<file path="config.mk">
export PLATFORM = sky130hd
export DESIGN_NAME = button_gesture_detector
export DESIGN_NICKNAME = d
export VERILOG_FILES = /design/src/rtl/bgd_pkg.sv /design/src/rtl/bgd_csr.sv /design/src/rtl/bgd_core.sv /design/src/rtl/button_gesture_detector.sv
export SDC_FILE = /design/constraint.sdc
export NUM_CORES = 1
export LEC_CHECK = 0
export ABC_CLOCK_PERIOD_IN_PS = 7200
export CAP_MARGIN = 30
export CELL_PAD_IN_SITES_DETAIL_PLACEMENT = 1
export CELL_PAD_IN_SITES_GLOBAL_PLACEMENT = 1
export CORE_ASPECT_RATIO = 1.1
export CORE_MARGIN = 1.5
export CORE_UTILIZATION = 46
export DETAILED_ROUTE_END_ITERATION = 8
export DONT_BUFFER_PORTS = 1
export MAX_ROUTING_LAYER = met4
export PLACE_DENSITY = 0.84
export SYNTH_ARGS = -nofsm -noshare
export SYNTH_HDL_FRONTEND = slang
export SYNTH_SLANG_ARGS = --single-unit
export TNS_END_PERCENT = 10
</file>
<file path="constraint.sdc">
create_clock -name clock -period 7.2 [get_ports clock]
set_clock_uncertainty 0.2 [all_clocks]
set_input_delay 0.36 -clock clock [delete_from_list [all_inputs] [get_ports clock]]
set_output_delay 0.36 -clock clock [all_outputs]
set_load 0.05 [all_outputs]
</file>
<file path="src/rtl/bgd_pkg.sv">
// ----------------------------------------------------------------------------
// bgd_pkg
// Shared types and constants for the button gesture detector.
// ----------------------------------------------------------------------------
package bgd_pkg;

   localparam int TickWidth   = 8;
   localparam int WindowWidth = 16;
   localparam int LongWidth   = 16;
   localparam int CsrWidth    = 16;
   localparam int CsrIdxWidth = 2;
   localparam int CountWidth  = 17;
   localparam int MsWidth     = CountWidth + TickWidth;

   localparam logic [CountWidth-1:0] CountMax = {CountWidth{1'b1}};
   // reset window value of 300 plus one, held as a tick count
   localparam logic [CountWidth-1:0] ReleaseReset = CountWidth'(301);

   localparam logic [TickWidth-1:0]   TickReset   = TickWidth'(10);
   localparam logic [WindowWidth-1:0] WindowReset = WindowWidth'(300);
   localparam logic [LongWidth-1:0]   LongReset   = LongWidth'(1000);

   typedef enum logic [CsrIdxWidth-1:0] {
      CSR_TICK_PERIOD = 2'd0,
      CSR_DC_WINDOW   = 2'd1,
      CSR_LONG_PRESS  = 2'd2
   } csr_index_type;

   typedef enum logic [2:0] {
      ST_UP      = 3'd0,
      ST_CONFIRM = 3'd1,
      ST_DOWN    = 3'd2,
      ST_DOUBLE  = 3'd3,
      ST_LONG    = 3'd4
   } state_type;

   typedef enum logic [2:0] {
      EV_NONE    = 3'd0,
      EV_PRESS   = 3'd1,
      EV_CLICK   = 3'd2,
      EV_RELEASE = 3'd3,
      EV_DOUBLE  = 3'd4,
      EV_LONG    = 3'd5,
      EV_SINGLE  = 3'd6
   } event_type;

   typedef struct packed {
      logic [TickWidth-1:0]   tick_period_ms;
      logic [WindowWidth-1:0] double_click_window_ms;
      logic [LongWidth-1:0]   long_press_ms;
   } cfg_type;

   typedef struct packed {
      event_type event_code;
      logic      notify;
   } result_type;

endpackage

</file>
<file path="src/rtl/bgd_csr.sv">
// ----------------------------------------------------------------------------
// bgd_csr
// Configuration registers: tick period, double click window, long press time.
// ----------------------------------------------------------------------------
module bgd_csr (
   input  logic                               clock,
   input  logic                               reset,
   input  logic                               csr_write,
   input  logic [bgd_pkg::CsrIdxWidth-1:0]    csr_index,
   input  logic [bgd_pkg::CsrWidth-1:0]       csr_wdata,
   output bgd_pkg::cfg_type                   cfg
);

   bgd_pkg::cfg_type cfg_ff;
   bgd_pkg::cfg_type cfg_in;

   always_comb begin
      cfg_in = cfg_ff;
      if (csr_write) begin
         unique case (bgd_pkg::csr_index_type'(csr_index))
            bgd_pkg::CSR_TICK_PERIOD:
               cfg_in.tick_period_ms = csr_wdata[bgd_pkg::TickWidth-1:0];
            bgd_pkg::CSR_DC_WINDOW:
               cfg_in.double_click_window_ms = csr_wdata[bgd_pkg::WindowWidth-1:0];
            bgd_pkg::CSR_LONG_PRESS:
               cfg_in.long_press_ms = csr_wdata[bgd_pkg::LongWidth-1:0];
            default: ;
         endcase
      end
   end

   always_ff @(posedge clock) begin
      if (reset) begin
         cfg_ff.tick_period_ms         <= bgd_pkg::TickReset;
         cfg_ff.double_click_window_ms <= bgd_pkg::WindowReset;
         cfg_ff.long_press_ms          <= bgd_pkg::LongReset;
      end else begin
         cfg_ff <= cfg_in;
      end
   end

   assign cfg = cfg_ff;

endmodule

</file>
<file path="src/rtl/bgd_core.sv">
// ----------------------------------------------------------------------------
// bgd_core
// Gesture state machine with press and release tick counters; one tick is
// applied per cycle in which step is high.
// ----------------------------------------------------------------------------
module bgd_core (
   input  logic                  clock,
   input  logic                  reset,
   input  bgd_pkg::cfg_type      cfg,
   input  logic                  step,
   input  logic                  level,
   output bgd_pkg::result_type   result
);

   bgd_pkg::state_type               state_ff, state_in;
   bgd_pkg::event_type               event_ff, event_in;
   logic [bgd_pkg::CountWidth-1:0]   release_ff, release_in;
   logic [bgd_pkg::CountWidth-1:0]   hold_ff, hold_in;
   logic                             notify;

   logic [bgd_pkg::CountWidth-1:0]   release_inc;
   logic [bgd_pkg::CountWidth-1:0]   hold_inc;
   logic [bgd_pkg::MsWidth-1:0]      release_ms;
   logic [bgd_pkg::MsWidth-1:0]      hold_ms;
   logic [bgd_pkg::MsWidth-1:0]      window_ms;
   logic                             in_window;
   logic                             at_window;
   logic                             long_hit;

   assign release_inc = (release_ff == bgd_pkg::CountMax) ? release_ff
                                                          : release_ff + 1'b1;
   assign hold_inc    = (hold_ff == bgd_pkg::CountMax) ? hold_ff : hold_ff + 1'b1;

   assign release_ms = bgd_pkg::MsWidth'(release_ff) * bgd_pkg::MsWidth'(cfg.tick_period_ms);
   // the down state counts the current tick before comparing
   assign hold_ms    = bgd_pkg::MsWidth'(hold_inc) * bgd_pkg::MsWidth'(cfg.tick_period_ms);
   assign window_ms  = bgd_pkg::MsWidth'(cfg.double_click_window_ms);
   assign in_window  = release_ms < window_ms;
   assign at_window  = release_ms == window_ms;
   assign long_hit   = hold_ms > bgd_pkg::MsWidth'(cfg.long_press_ms);

   // next state
   always_comb begin
      state_in = state_ff;
      unique case (state_ff)
         bgd_pkg::ST_UP:      if (level) state_in = bgd_pkg::ST_CONFIRM;
         bgd_pkg::ST_CONFIRM: begin
            if (!level)         state_in = bgd_pkg::ST_UP;
            else if (in_window) state_in = bgd_pkg::ST_DOUBLE;
            else                state_in = bgd_pkg::ST_DOWN;
         end
         bgd_pkg::ST_DOWN: begin
            if (!level)        state_in = bgd_pkg::ST_UP;
            else if (long_hit) state_in = bgd_pkg::ST_LONG;
         end
         bgd_pkg::ST_DOUBLE:  if (!level) state_in = bgd_pkg::ST_UP;
         bgd_pkg::ST_LONG:    if (!level) state_in = bgd_pkg::ST_UP;
         default:             state_in = bgd_pkg::ST_UP;
      endcase
   end

   // event, notification and counters
   always_comb begin
      event_in   = event_ff;
      notify     = 1'b0;
      release_in = release_ff;
      hold_in    = hold_ff;
      unique case (state_ff)
         bgd_pkg::ST_UP: begin
            if (level) begin
               event_in = bgd_pkg::EV_NONE;
            end else begin
               if (event_ff == bgd_pkg::EV_CLICK) begin
                  event_in = bgd_pkg::EV_RELEASE;
                  notify   = 1'b1;
               end else begin
                  event_in = bgd_pkg::EV_NONE;
               end
               if (in_window) begin
                  release_in = release_inc;
               end else if (at_window) begin
                  release_in = release_inc;
                  event_in   = bgd_pkg::EV_SINGLE;
                  notify     = 1'b1;
               end
            end
         end
         bgd_pkg::ST_CONFIRM: begin
            if (level) begin
               notify = 1'b1;
               if (in_window) begin
                  event_in = bgd_pkg::EV_DOUBLE;
               end else begin
                  release_in = '0;
                  event_in   = bgd_pkg::EV_PRESS;
               end
            end else begin
               event_in = bgd_pkg::EV_NONE;
            end
         end
         bgd_pkg::ST_DOWN: begin
            hold_in = hold_inc;
            if (level) begin
               if (long_hit) begin
                  hold_in  = '0;
                  event_in = bgd_pkg::EV_LONG;
                  notify   = 1'b1;
               end else begin
                  event_in = bgd_pkg::EV_NONE;
               end
            end else begin
               hold_in  = '0;
               event_in = bgd_pkg::EV_CLICK;
               notify   = 1'b1;
            end
         end
         bgd_pkg::ST_DOUBLE: begin
            if (level) begin
               event_in = bgd_pkg::EV_NONE;
            end else begin
               release_in = bgd_pkg::CountWidth'(cfg.double_click_window_ms) + 1'b1;
               event_in   = bgd_pkg::EV_RELEASE;
               notify     = 1'b1;
            end
         end
         bgd_pkg::ST_LONG: begin
            if (level) begin
               event_in = bgd_pkg::EV_NONE;
            end else begin
               event_in = bgd_pkg::EV_RELEASE;
               notify   = 1'b1;
            end
         end
         default: event_in = bgd_pkg::EV_NONE;
      endcase
   end

   always_ff @(posedge clock) begin
      if (reset) begin
         state_ff   <= bgd_pkg::ST_UP;
         event_ff   <= bgd_pkg::EV_NONE;
         release_ff <= bgd_pkg::ReleaseReset;
         hold_ff    <= '0;
      end else if (step) begin
         state_ff   <= state_in;
         event_ff   <= event_in;
         release_ff <= release_in;
         hold_ff    <= hold_in;
      end
   end

   assign result.event_code = event_in;
   assign result.notify     = notify;

endmodule

</file>
<file path="src/rtl/button_gesture_detector.sv">
// ----------------------------------------------------------------------------
// button_gesture_detector
// Turns sampled button ticks into press, click, release, double click, long
// press and single click events.
//
//   channel  ports                         direction  content
//   req      req_valid/req_stall/req_level in         one tick, button level
//   rsp      rsp_valid/rsp_stall/rsp_*     out        stored event and notify
//   csr      csr_write/csr_index/csr_wdata in         register write
//
// One tick is taken per clock while req_stall is low; an accepted tick passes
// through the input register, then the result register, which offers its result.
// The state update is a single pass through the gesture logic per tick.
// Reset is synchronous and clears state, counters, configuration and valid flags to defaults.
// A stalled result holds its register; one more tick waits in the input
// register, after which req_stall rises.
// ----------------------------------------------------------------------------
module button_gesture_detector (
   input  logic                            clock,
   input  logic                            reset,
   input  logic                            req_valid,
   output logic                            req_stall,
   input  logic                            req_level,
   output logic                            rsp_valid,
   input  logic                            rsp_stall,
   output logic [2:0]                      rsp_event_code,
   output logic                            rsp_notify,
   input  logic                            csr_write,
   input  logic [bgd_pkg::CsrIdxWidth-1:0] csr_index,
   input  logic [bgd_pkg::CsrWidth-1:0]    csr_wdata
);

   bgd_pkg::cfg_type    cfg;
   bgd_pkg::result_type result;

   logic                in_valid_ff, in_valid_in;
   logic                in_level_ff, in_level_in;
   logic                out_valid_ff, out_valid_in;
   bgd_pkg::result_type out_ff, out_in;
   logic                req_take;
   logic                advance;

   assign advance   = in_valid_ff && (!out_valid_ff || !rsp_stall);
   assign req_stall = in_valid_ff && out_valid_ff && rsp_stall;
   assign req_take  = req_valid && !req_stall;

   always_comb begin
      in_valid_in  = in_valid_ff;
      in_level_in  = in_level_ff;
      out_valid_in = out_valid_ff;
      out_in       = out_ff;
      if (req_take) begin
         in_valid_in = 1'b1;
         in_level_in = req_level;
      end else if (advance) begin
         in_valid_in = 1'b0;
      end
      if (advance) begin
         out_valid_in = 1'b1;
         out_in       = result;
      end else if (!rsp_stall) begin
         out_valid_in = 1'b0;
      end
   end

   always_ff @(posedge clock) begin
      if (reset) begin
         in_valid_ff  <= 1'b0;
         out_valid_ff <= 1'b0;
      end else begin
         in_valid_ff  <= in_valid_in;
         out_valid_ff <= out_valid_in;
      end
   end

   always_ff @(posedge clock) begin
      in_level_ff <= in_level_in;
      out_ff      <= out_in;
   end

   bgd_csr u_csr (
      .clock     (clock),
      .reset     (reset),
      .csr_write (csr_write),
      .csr_index (csr_index),
      .csr_wdata (csr_wdata),
      .cfg       (cfg)
   );

   bgd_core u_core (
      .clock  (clock),
      .reset  (reset),
      .cfg    (cfg),
      .step   (advance),
      .level  (in_level_ff),
      .result (result)
   );

   assign rsp_valid      = out_valid_ff;
   assign rsp_event_code = out_ff.event_code;
   assign rsp_notify     = out_ff.notify;

endmodule

</file>
=== After elaboration in Yosys (flattened, before gate mapping) ===
Cells that the tools add are included.

* Add/subtract/negate cells: 3
* Multiply operators: 2
* Div/mod/pow operators: 0
* $lt $le $gt $ge: 2
* Eq/ne operators: 19
* Shift-type cells: 0
* Muxes and demuxes: 41
* Bitwise logic cells: 0
* Reductions and logical operators: 19

{| class="wikitable"
|+ Operators with widths
! cell !! number
|-
| 2-to-1 mux 17 bit || 10
|-
| case mux 17 bit (3 select lines) || 1
|-
| multiplier 17 x 8 -> 25 bit || 2
|-
| 2-to-1 mux 3 bit || 12
|-
| adder 17 x 1 -> 17 bit, second input constant || 2
|-
| == test 17 bit, second input constant || 2
|-
| == test 25 x 16 -> 1 bit || 1
|-
| greater-than comparator 25 x 16 -> 1 bit || 1
|-
| < comparator 25 x 16 -> 1 bit || 1
|-
| case mux 3 bit (4 select lines) || 2
|-
| adder 16 x 1 -> 17 bit, second input constant || 1
|-
| 2-to-1 mux 1 bit || 13
|-
| != test 2 bit, second input constant || 6
|-
| == test 3 x 2 -> 1 bit, second input constant || 3
|-
| AND reduction 2 bit || 4
|-
| AND reduction 7 bit || 1
|-
| logical AND 1 bit || 4
|-
| 2-to-1 mux 2 bit || 2
|-
| case mux 1 bit (4 select lines) || 1
|-
| AND reduction 4 bit || 1
|-
| == test 3 x 1 -> 1 bit, second input constant || 1
|-
| == test 3 bit, second input constant || 1
|-
| logical NOT 1 bit || 3
|-
| logical NOT 3 bit || 1
|-
| other kinds (10) || 10
|}

* Bits in registers: 87
* Bits in latches: 0
* Bits in writable memories: 0
* Memory bits (read-only): 0
* Bits of input ports: 24
* Output and inout bits: 6
* Logic and storage cells: 98
* Memories: 0

=== Depth between registers and ports, before layout ===
Gate-level depths: netlist (run 1).

* Word-level depth: 7
* Depth in mapped cells: 37
* Mapped depth without buffers: 35

=== By module ===
From an unflattened synthesis (run 1), not the netlist that was laid out.

* Cells, all modules: 1,733
* Area, all modules: 14,416.3 um^2

{| class="wikitable"
|+ By module, submodules not included
! module !! times used !! cells each !! area each (um^2) !! sequential area each (um^2)
|-
| bgd_core || 1 || 1,559 || 12,524.5 || 800.8
|-
| bgd_csr || 1 || 159 || 1,655.3 || 800.8
|-
| button_gesture_detector || 1 || 15 || 236.5 || 190.2
|}

=== Least setup slack after synthesis (run 1) ===
No wires, ideal clock.

* Kind: register to register
* From: reg u_core.hold_ff[9] in the netlist's numbering
* To: reg u_core.hold_ff[3] in the netlist's numbering
* Library setup time: 0.059 ns
* Arrival: 7.683 ns
* Setup slack: -0.742 ns
* Stages on the path, launching flop included: 36
* Buffers on the path: 1
* Clock period less this slack: 7.942 ns
* Path through: dfxtp_1 > and4_1 > and2_1 > and4_1 > and3_1 > clkbuf_1 > nor2_1 > and4_1 > xnor2_1 > nand2b_1 > fa_1 > fa_1 > inv_1 > fa_1 > inv_1 > fa_1 > inv_1 > ha_1 > a21oi_1 > a21boi_0 > o21ai_0 > nand2b_1 > nand3_1 > nand2_1 > a21o_1 > a21oi_1 > xnor2_1 > ha_1 > nor4_1 > nand4_1 > o2111a_1 > a2111oi_4 > nand4_4 > nor4_4 > a21o_1 > a22o_1

* Cells in the longest elaborated chain, start to end: 6
* Elaborated cells between the ends (all ways): 7
* Those cells by class: add/sub (1); mul (1); order compare (1); eq/ne (1); mux (3)

{| class="wikitable"
|+ RTL lines
! element !! RTL line !! RTL
|-
| start, declared || bgd_core.sv:18 || <nowiki>logic [bgd_pkg::CountWidth-1:0] hold_ff, hold_in;</nowiki>
|-
| start signal, assigned || bgd_core.sv:148 || <nowiki>hold_ff <= hold_in;</nowiki>
|-
| adder 17 x 1 -> 17 bit / == test 17 bit (equally long branches) || bgd_core.sv:32 || <nowiki>assign hold_inc = (hold_ff == bgd_pkg::CountMax) ? hold_ff : hold_ff + 1'b1;</nowiki>
|-
| 2-to-1 mux 17 bit (*) || bgd_core.sv:32 ||
|-
| multiplier 17 x 8 -> 25 bit || bgd_core.sv:36 || <nowiki>assign hold_ms = bgd_pkg::MsWidth'(hold_inc) * bgd_pkg::MsWidth'(cfg.tick_period_ms);</nowiki>
|-
| greater-than comparator 25 x 16 -> 1 bit || bgd_core.sv:40 || <nowiki>assign long_hit = hold_ms > bgd_pkg::MsWidth'(cfg.long_press_ms);</nowiki>
|-
| 2-to-1 mux 17 bit (*) || bgd_core.sv:104 || <nowiki>if (long_hit) begin</nowiki>
|-
| 2-to-1 mux 17 bit (*) || bgd_core.sv:103 || <nowiki>if (level) begin</nowiki>
|}

Every way passes the cells marked *; elsewhere a longest branch is shown, timed or not.
A chain may end at the register's enable or synchronous reset.

=== Worst setup path in the final report (run 1) ===
* From: reg u_core.hold_ff[10] in the netlist's numbering
* To: reg u_core.hold_ff[5] in the netlist's numbering

Same word-level chain as after synthesis.

==> results.md, run 1 <==
- Outcome: complete, but fails checks
- Failing checks: setup timing
- Clock power share: approximately a third
- Vias post-DR: between 10000 and 15000
- DR iter-0 viols: approximately 1100
- Clock transition at the registers of the reported paths: roughly 0.08 ns
- Syn Std Cell Area: between 10000 and 15000 sq um
- Routed vias/inst: approximately 6.4
- Netlist cell types: between 70 and 80
- Met2 routed WL: about 29000 um
- Vias in the first global route: 15495
- Max VDD drop: ~0.00012 V
- Crit share post-route: 116.2%
- CTS Buf Count: 9
- DR top layer: met4
- Post-route ant nets: 0
- Ys async rst share: 0%
- Largest family of logic cells by synthesized area: adder cells
- Setup slack, reg-to-reg: -1.17 ns
- Reg-to-reg endpoint: u_core.hold_ff[5]
- Worst EP arrival: ~8.5 ns
- Final cell count without fillers: approximately 2200
- Post-Synthesis Cells: 1714
- Hold_ws: 0.02800 ns
- Final Hold Vio Count: 0
- IO Pins: 30
- Worst-margin pin slew: between 1 and 1.5 ns
- Share of layout cells above drive strength 1: between 10% and 20%
- Critical path type: reg2reg
- Worst-case reg-to-reg path depth: 32
- FP Rows: 66
- P_int: 0.9620 mW
- Total track usage: a little under two fifths
- Max incr delay on CP: around 0.58 ns
- Worst path depth: 32
- H-Tree Level Count: 3
- Ant diodes: 0
- Post-synth EDFFs: 5
- Routed WL: 60010 um
- Crit path from: u_core.hold_ff[10]
- Post-route DRC: 0
- DR WL/cell: 27.17 um
- Setup_tns: -26.06 ns
- Delay-heaviest family, CP: simple AND/OR/NAND/NOR gates
- Worst r2r src: u_core.hold_ff[10]
- DP HPWL: roughly 38000 um
- Adder-cell share of the synthesized area: a little under two fifths
- Slowest CP cell: fa_1
- Clk_lat worst skew: roughly 0.37 ns
- Switching share of power: a little under two fifths
- Ys flop type: dfxtp_1
- Crit-path most repeated cell: fa_1
- 1st-pass router iterations: 5
- Leakage power: 7.437 nW
- Nets: approximately 2200
- Area grow syn2layout: 17.74%
- CP Max Fanout: 14
- Max-cap violations: 0
- Placed cell areas: ~15000 sq um
- Placed insts: between 2000 and 2500
- Finished Core Util: 55.30%
- Power per standard cell area: about 94 nW/um^2
- Achievable frequency: approximately 0.12 GHz
- Finished Cell Area: approximately 16000 sq um
- RSZ-0062 raised after global routing: yes
- Compound-Gate Fraction of Synth Area: roughly an eighth
- GPL Wtd Cong: roughly 0.87
- Die area: between 30000 and 40000 sq um
- Final setup fails: 33
- Metal3 WL: ~4500 um
- Mux cell area share after synthesis: ~1.9%
- Register area share after synthesis: approximately an eighth
- Xor and xnor area share after synthesis: between 3 and 4%
- Worst setup path end: u_core.hold_ff[5]
- Reg power frac: about a third
- Rel. slew slack: 25.45%
- Net Count, Synth: approximately 2000
- Initial antenna violation count: 0
- Critical path buffers and inverters: 6
- Crit path capture type: flop
- Core Region: slightly below 30000 sq um
- Tmin final: around 8.4 ns
- Largest net degree at the start of global routing: between 60 and 70
- Clock buffer depth: 2
- Type of the worst min-delay path: in2reg
- Worst Path Required: around 7.3 ns
- Die X-Extent: about 170 um
- CTS tree: done
- Post-Synth Simple-Gate Area: 23.54%
- Root buffer cell: clkbuf_16
- First-pass GRT wire length: roughly 87000 um
- Final Max Slew Viols: 0
- Clock sink count: 87
- Die Span Y: 185.7 um
- YS warnings: 0
- Initial Utilization: 46.97%
- WL met1: about 20000 um
- Net load switching power: approximately 0.58 mW
- Comb pwr share: about a third
- Startpoint Class: flop
- Yosys reg bits: 87
- Overflow after GRT: 0
- Final WS setup: -1.167 ns
- Avg Synthesized Cell Area: about 8.1 sq um
- Port Buffer Count: 0
flip-flops by register name (all words and copies together) (netlist names):
register and cells:
rsp_event_code 3, u_core.hold_ff 17, rsp_valid 1, u_core.state_ff 3
in_level_ff 1, u_core.event_ff 3, u_core.release_ff 17, u_csr.cfg 40
rsp_notify 1, in_valid_ff 1
final cells by class:
| cell class | instances | area [sq um] |
|---|---|---|
| Fill cell | 3550 | 13290 |
| Multi-Input combinational cell | 1309 | 11400 |
| Sequential cell | 87 | 1810 |
| Timing Repair Buffer | 193 | 1613 |
| Inverter | 231 | 867.1 |
| Tap cell | 374 | 467.9 |
| Clock buffer | 11 | 254.0 |
| Clock inverter | 4 | 27.53 |
how the worst min path moves through the flow:
stage	from	end	slack [ns]	cells past startpoint
2_1_floorplan	u_core.event_ff[1]	u_core.event_ff[1]	0.23	2
3_3_place_gp	reset	u_csr.cfg[22]	0.23	1
3_5_place_dp	reset	u_csr.cfg[20]	0.24	1
4_1_cts	reset	u_core.state_ff[1]	-0.14	1
5_1_grt	csr_wdata[3]	u_csr.cfg[35]	0.03	2
6_report	csr_wdata[3]	u_csr.cfg[35]	0.03	2
timing repair:
item                                    in CTS  in global routing
hold buffers                                41                  1
resized for setup                           26                 23
pin swaps                                   38                 19
endpoints found under the setup margin      24                 44
endpoints found under the hold margin       67                 23
buffers inserted                            14                 12
per-layer routing:
metal,global-route usage [%],vias to the layer above
met3,6.910,452
met2,65.43,828
li1,-,5792
met5,-,-
met1,37.15,7013
met4,28.74,0
per-stage QoR:
| stage | power [mW] | setup WS, ns |
|---|---|---|
| 2_1_floorplan | 0.8428 | 0.005362 |
| 3_3_place_gp | 0.9452 | -0.3157 |
| 3_5_place_dp | 0.9730 | -0.7362 |
| 4_1_cts | 1.467 | -0.5324 |
| 5_1_grt | 1.585 | -1.570 |
| 6_report | 1.540 | -1.167 |
Yosys cell counts (all sizes together) (3+ instances only):
library cell,number,area [sq um]
a2111oi,4,60.06
a22o,3,26.28
clkbuf,77,289.0
nand2,234,878.3
and3,8,50.05
a22oi,7,52.55
edfxtp,5,150.1
nand4,22,152.7
and2,88,551.8
mux2i,25,250.2
buf,10,57.55
nor4,10,77.57
o2111ai,3,26.28
or2,4,25.02
xnor2,27,236.5
o211ai,18,135.1
or3,7,50.05
a21oi,101,509.2
a21o,27,204.0
nand2b,24,150.1
o21bai,4,30.03
nor2b,86,538.0
and3b,4,35.03
dfxtp,82,1642
a211o,3,26.28
nor3,14,81.33
o21ai,49,245.2
a31oi,11,68.82
xor2,30,262.8
a211oi,10,75.07
and4,7,61.31
nand3b,3,22.52
fa,180,3603
nand3,30,150.1
nor2,91,341.6
inv,231,867.1
ha,124,1551
nor3b,9,67.56
o21a,15,112.6
cell usage in the layout, fill, tap and decap left out, types with 5 or more instances in the layout:
cell           netlist  routed
buf_4                2     145
nand4_1             21      21
nor4_1               9       8
xnor2_1             27      21
xor2_1              30      24
ha_1               124     120
a21o_1              26      26
edfxtp_1             5       5
nand2b_4             0       5
mux2i_1             25      24
a21oi_2              1       7
nor3b_1              9       8
fa_1               180     177
a211oi_1            10      10
nor2b_1             86      81
nand2b_1            24      19
dlygate4sd3_1        0      41
o21ai_1              7       7
inv_1              231     229
o21ai_0             42      40
a31oi_1             11      11
and2_1              87      85
o21a_1              15      15
clkbuf_16            0      10
a21oi_1            100      91
nor3_1              13      11
o211ai_1            18      18
nand2_1            234     230
nor2_1              91      87
a22oi_1              7       7
dfxtp_1             82      71
dfxtp_2              0       9
and3_1               8       6
nand3_1             30      28
worst reg2reg max path: cells and delay by family (launching register included):
| kind | cells | cell delay [ns] |
|---|---|---|
| adders and majority gates | 6 | 2.68 |
| AOI/OAI and AO/OA | 6 | 1.37 |
| and+or+nand+nor | 13 | 2.74 |
| xor gates and xnor gates | 1 | 0.14 |
| DFF | 1 | 0.35 |
| buffers and inverters | 6 | 0.81 |
power groups by stage:
stage,sequential [mW],clock (mW),combinational [mW]
floorplan,0.520,0,0.322
global placement,0.534,0,0.411
detailed placement,0.536,0,0.437
CTS,0.525,0.484,0.458
global route,0.528,0.507,0.549
finish,0.528,0.501,0.511
cells by family after synthesis:
group,after synthesis
AO/OA/AOI/OAI,275
XOR/XNOR,57
flip-flops,87
multiplexers,26
AND/OR/NAND/NOR,647
adder cells (fa/ha/maj),304
buffers and inverters,318
No activity file was read; power rests on OpenSTA's default activity.
==> inputs of run 2 (changes only) <==
--- a/config.mk
+++ b/config.mk
@@ -16,6 +16,7 @@
 export DONT_BUFFER_PORTS = 1
 export MAX_ROUTING_LAYER = met4
 export PLACE_DENSITY = 0.84
+export SETUP_SLACK_MARGIN = 0.1
 export SYNTH_ARGS = -nofsm -noshare
 export SYNTH_HDL_FRONTEND = slang
 export SYNTH_SLANG_ARGS = --single-unit
==> results.md, run 2 (synthesized netlist as in run 1, its figures left out) <==
- Outcome: complete, but fails checks (unchanged)
- Failing checks: hold timing, setup timing (was setup timing)
- 1st-pass router iterations: 8 (was 5)
- Critical path type: reg2reg (unchanged)
- Max VDD drop: 0.0001219 V (was 0.0001198 V)
- Nets: 2135 (was 2159)
- Power per standard cell area: 93.07 nW/um^2 (was 93.68 nW/um^2)
- Total track usage: 36.39% (was 37.43%)
- Achievable frequency: 0.1211 GHz (was 0.1195 GHz)
- Final Hold Vio Count: 1 (was 0)
- Hold_ws: -0.006902 ns (was 0.02800 ns)
- Post-route DRC: 0 (unchanged)
- Root buffer cell: clkbuf_16 (unchanged)
- DR WL/cell: 25.77 um (was 27.17 um)
- CTS tree: done (unchanged)
- Initial antenna violation count: 1 (was 0)
- Final setup fails: 24 (was 33)
- Vias post-DR: 13717 (was 14085)
- Overflow after GRT: 0 (unchanged)
- Setup_tns: -21.57 ns (was -26.06 ns)
- Port Buffer Count: 0 (unchanged)
- DR iter-0 viols: 1108 (was 1146)
- Core Region: 29730 sq um (unchanged)
- Routed WL: 56360 um (was 60010 um)
- DP Worst Slack: -0.4977 ns (was -0.7362 ns)
- Slowest CP cell: fa_2 (was fa_1)
- Crit path capture type: flop (unchanged)
- Clock transition at the registers of the reported paths: 0.09 ns (was 0.08 ns)
- Clk_lat worst skew: 0.39 ns (was 0.37 ns)
- Final WS setup: -1.060 ns (was -1.167 ns)
- Max incr delay on CP: 0.59 ns (was 0.58 ns)
- IO Pins: 30 (unchanged)
- GPL Wtd Cong: 0.9015 (was 0.8720)
- Area grow syn2layout: 16.66% (was 17.74%)
- First-pass GRT wire length: 84000 um (was 86660 um)
- Routed vias/inst: 6.272 (was 6.376)
- Crit share post-route: 114.7% (was 116.2%)
- Die Span Y: 185.7 um (unchanged)
- CTS Buf Count: 9 (unchanged)
- Die area: 31410 sq um (unchanged)
- RSZ-0062 raised after global routing: yes (unchanged)
- Startpoint Class: flop (unchanged)
- Most common cell after layout, fill and taps aside: nand2_1 (unchanged)
- Post-route ant nets: 0 (unchanged)
- Share of layout cells above drive strength 1: 15.07% (was 14.28%)
- Rel. slew slack: 41.31% (was 25.45%)
- Worst EP arrival: 8.35 ns (was 8.45 ns)
- Max reg flops: 40 (unchanged)
- Tmin final: 8.260 ns (was 8.367 ns)
- Initial Utilization: 46.97% (unchanged)
- Type of the worst min-delay path: in2reg (unchanged)
- Max-cap violations: 0 (unchanged)
- Vias in the first global route: 15223 (was 15495)
- FP Rows: 66 (unchanged)
- H-Tree Level Count: 3 (unchanged)
- Worst Path Required: 7.29 ns (about the same)
- CP Max Fanout: 14 (unchanged)
- Largest net degree at the start of global routing: 55 (was 63)
- Clock buffer depth: 2 (unchanged)
- Clock sink count: 87 (unchanged)
- Leakage power: 7.213 nW (was 7.437 nW)
- Die X-Extent: 169.1 um (unchanged)
- DP HPWL: 37350 um (was 38370 um)
- Most frequent cells in the layout: nand2_1, inv_1, fa_1 (unchanged)
- Final Max Slew Viols: 0 (unchanged)
- Worst-margin pin slew: 0.8794 ns (was 1.110 ns)
run 2: repair_timing:
action                     4_1_cts  5_1_grt
buffers inserted                12        8
hold buffers                    20        2
pin swaps                       34        7
hold endpoints to repair        68        2
setup endpoints to repair       26       42
gates resized for setup         23       24
run 2: path summary, 6_finish.rpt:
check | slack [ns] | cells after the start | to | start
worst min register to register | 0.26 | 2 | u_csr.cfg[10] | u_csr.cfg[10]
worst min-delay path | -0.007 | 3 | u_core.release_ff[16] | reset
worst max register to register | -1.06 | 37 | u_core.hold_ff[16] | u_core.hold_ff[5]
worst max-delay path | -1.06 | 37 | u_core.hold_ff[16] | u_core.hold_ff[5]
run 2: cell type report:
cell class              count  area [sq um]
clock buffers               9         225.2
inverters                 231         867.1
clock inverters             7         53.80
flip-flops and latches     87          1827
multi-input cells        1309         11460
repair buffers            169          1383
diodes                      1         2.502
fillers                  3565         13440
well taps                 374         467.9
run 2: where the power goes:
| part | switching (mW) | leakage, nW | internal [mW] | total [mW] |
|---|---|---|---|---|
| clock network | 0.254 | 0.129 | 0.238 | 0.492 |
| registers | 0.0261 | 0.721 | 0.497 | 0.523 |
| logic | 0.297 | 6.36 | 0.204 | 0.501 |
| total | 0.577 | 7.21 | 0.939 | 1.52 |
run 2: per-stage QoR:
stage	hold WS, ns	cells	cell area, sq um	util [%]	power (mW)
2_1_floorplan	0.2315	1714	14360	-	0.8422
3_3_place_gp	0.2344	2128	15440	51.92	0.9300
3_5_place_dp	0.2361	2128	15440	51.92	0.9592
4_1_cts	0.004227	2176	16140	54.30	1.469
5_1_grt	0.01280	2187	16290	54.79	1.567
6_report	-0.006902	2187	16290	54.79	1.516
run 2: critical path: cells and delay by family (launching register included):
family                   cells  cell delay, ns
AND/OR/NAND/NOR             15            2.54
adder cells (fa/ha/maj)      6            2.73
flip-flops                   1            0.36
AO/OA/AOI/OAI                8            1.30
XOR/XNOR                     2            0.30
buffers and inverters        6            0.70
run 2: metal layers:
metal	wire length, um	GRT usage (%)	part of all wire [%]
met1	19150	34.94	34
met3	3677	6.230	6.5
met5	0	-	0
met4	5193	27.36	9.2
met2	28340	65.71	50
==> inputs of run 3 (changes only) <==
--- a/config.mk
+++ b/config.mk
@@ -10,13 +10,13 @@
 export CELL_PAD_IN_SITES_DETAIL_PLACEMENT = 1
 export CELL_PAD_IN_SITES_GLOBAL_PLACEMENT = 1
 export CORE_ASPECT_RATIO = 1.1
-export CORE_MARGIN = 1.5
 export CORE_UTILIZATION = 46
 export DETAILED_ROUTE_END_ITERATION = 8
 export DONT_BUFFER_PORTS = 1
 export MAX_ROUTING_LAYER = met4
 export PLACE_DENSITY = 0.84
 export SETUP_SLACK_MARGIN = 0.1
+export SKIP_LAST_GASP = 1
 export SYNTH_ARGS = -nofsm -noshare
 export SYNTH_HDL_FRONTEND = slang
 export SYNTH_SLANG_ARGS = --single-unit
==> results.md, run 3 (synthesized netlist as in run 1, its figures left out) <==
- Outcome: complete, but fails checks (unchanged)
- Failing checks: setup timing (was hold timing, setup timing)
- Slowest CP cell: fa_1 (was fa_2)
- Core Region: 29730 sq um (unchanged)
- GPL Wtd Cong: 0.9125 (was 0.9015)
- DP HPWL: 37240 um (was 37350 um)
- Max VDD drop: 0.0001049 V (was 0.0001219 V)
- Port Buffer Count: 0 (unchanged)
- Worst-margin pin slew: 0.9724 ns (was 0.8794 ns)
- CTS Buf Count: 9 (unchanged)
- CTS tree: done (unchanged)
- Post-route ant nets: 0 (unchanged)
- RSZ-0062 raised after global routing: yes (unchanged)
- Clock buffer depth: 2 (unchanged)
- Most common cell after layout, fill and taps aside: nand2_1 (unchanged)
- Crit path capture type: flop (unchanged)
- Post-route DRC: 0 (unchanged)
- Final Hold Vio Count: 0 (was 1)
- Worst Path Required: 7.12 ns (was 7.29 ns)
- 1st-pass router iterations: 6 (was 8)
- Setup_tns: -34.08 ns (was -21.57 ns)
- Power per standard cell area: 95.53 nW/um^2 (was 93.07 nW/um^2)
- IO Pins: 30 (unchanged)
- Placed insts: 2128 (unchanged)
- Placed cell areas: 15440 sq um (unchanged)
- Root buffer cell: clkbuf_16 (unchanged)
- Overflow after GRT: 0 (unchanged)
- Crit-path most repeated cell: fa_1
- Vias post-DR: 14109 (was 13717)
- Initial antenna violation count: 2 (was 1)
- Critical path type: reg2reg (unchanged)
- Startpoint Class: flop (unchanged)
- H-Tree Level Count: 3 (unchanged)
- Largest net degree at the start of global routing: 55 (unchanged)
- CP Max Fanout: 6 (was 14)
- Die area: 31060 sq um (was 31410 sq um)
- Clock sink count: 87 (unchanged)
- Initial Utilization: 46.97% (unchanged)
- Final Max Slew Viols: 0 (unchanged)
- Routed WL: 60200 um (was 56360 um)
- Worst EP arrival: 8.48 ns (was 8.35 ns)
- Die X-Extent: 168.1 um (was 169.1 um)
- Fillers: 3504 (was 3565)
- Final WS setup: -1.356 ns (was -1.060 ns)
- Max-cap violations: 0 (unchanged)
- Vias in the first global route: 15588 (was 15223)
- Finished Cell Area: 16510 sq um (was 16290 sq um)
- Most frequent cells in the layout: nand2_1, inv_1, fa_1 (unchanged)
- FP Rows: 66 (unchanged)
- Share of layout cells above drive strength 1: 16.04% (was 15.07%)
- Clk_lat worst skew: 0.37 ns (was 0.39 ns)
- Routed vias/inst: 6.387 (was 6.272)
- DR iter-0 viols: 1283 (was 1108)
- Achievable frequency: 0.1169 GHz (was 0.1211 GHz)
- Leakage power: 7.376 nW (was 7.213 nW)
- DR WL/cell: 27.25 um (was 25.77 um)
- Max incr delay on CP: 0.51 ns (was 0.59 ns)
- Rel. slew slack: 35.10% (was 41.31%)
- Max reg flops: 40 (unchanged)
- Clock transition at the registers of the reported paths: 0.08 ns (was 0.09 ns)
- Area grow syn2layout: 18.26% (was 16.66%)
- Total track usage: 39.34% (was 36.39%)
- Tmin final: 8.556 ns (was 8.260 ns)
- First-pass GRT wire length: 89070 um (was 84000 um)
- Total power draw: 1.578 mW (was 1.516 mW)
- Crit share post-route: 118.8% (was 114.7%)
- Type of the worst min-delay path: in2reg (unchanged)
- Die Span Y: 184.7 um (was 185.7 um)
- Final setup fails: 41 (was 24)
- Final cell count without fillers: 2209 (was 2187)
- Nets: 2156 (was 2135)
==> run 3: cell count changes in the layout (fill, tap and decap cells not counted), moves of 3 or more <==
| cell | delta |
|---|---|
| dfxtp_2 | -6 |
| dfxtp_1 | +8 |
| nor2b_1 | -10 |
| clkinvlp_4 | -3 |
| buf_4 | +20 |
| nor2b_2 | +9 |
==> run 3: timing repair <==
action | CTS | global route
setup endpoints to repair | 30 | 44
cloned | 0 | 0
buffers inserted | 32 | 10
pin swaps | 39 | 45
gates resized for setup | 23 | 24
hold buffers | 21 | 0
endpoints found under the hold margin | 67 | 0
==> run 3: area by class of cell <==
| type | count | area (sq um) | area share (%) |
|---|---|---|---|
| clock buffer | 9 | 225.2 | 1.364 |
| sequential | 87 | 1812 | 10.97 |
| clock inverter | 7 | 102.6 | 0.6213 |
| inverter | 231 | 867.1 | 5.251 |
| timing repair buffer | 190 | 1545 | 9.357 |
| tap | 374 | 467.9 | 2.834 |
| multi-input combinational | 1309 | 11490 | 69.57 |
| antenna | 2 | 5.005 | 0.03031 |
==> run 3: stage by stage <==
step	hold WS, ns	utilization, %	setup WS, ns
CTS	0.0003746	54.99	-0.4376
finish	0.02402	55.55	-1.356
global placement	0.2335	51.92	-0.1181
detailed placement	0.2371	51.92	-0.6215
global route	0.01472	55.55	-1.450
floorplan	0.2315	-	0.06303
==> run 3: power by group <==
part	leakage (nW)	switching [mW]	internal, mW	total (mW)
Clock	0.162	0.243	0.310	0.554
Sequential	0.719	0.0271	0.497	0.524
Combinational	6.49	0.303	0.196	0.500
==> run 3: layer usage <==
| metal | vias to the layer above | share of wire [%] | track usage (%) |
|---|---|---|---|
| met5 | - | 0 | - |
| met4 | 0 | 10 | 31.96 |
| met3 | 475 | 7.1 | 8.203 |
| met2 | 829 | 49 | 68.32 |
| met1 | 7025 | 34 | 38.17 |
| li1 | 5780 | - | - |
==> run 3: final timing paths <==
path	from	end	slack, ns	cells after the start
min	csr_wdata[8]	u_csr.cfg[24]	0.02	2
max	u_core.hold_ff[11]	rsp_event_code[2]	-1.36	36
max reg2reg	u_core.hold_ff[11]	rsp_event_code[2]	-1.36	36
min reg2reg	u_csr.cfg[14]	u_csr.cfg[14]	0.26	2
==> run 3: worst max-delay path, delay by kind of cell (launching register included) <==
family                   cells  cell delay [ns]
AO/OA/AOI/OAI                8             1.58
XOR/XNOR                     1             0.08
adder cells (fa/ha/maj)      6             2.34
buffers and inverters        5             0.95
flip-flops                   1             0.35
multiplexers                 1             0.46
AND/OR/NAND/NOR             15             2.33
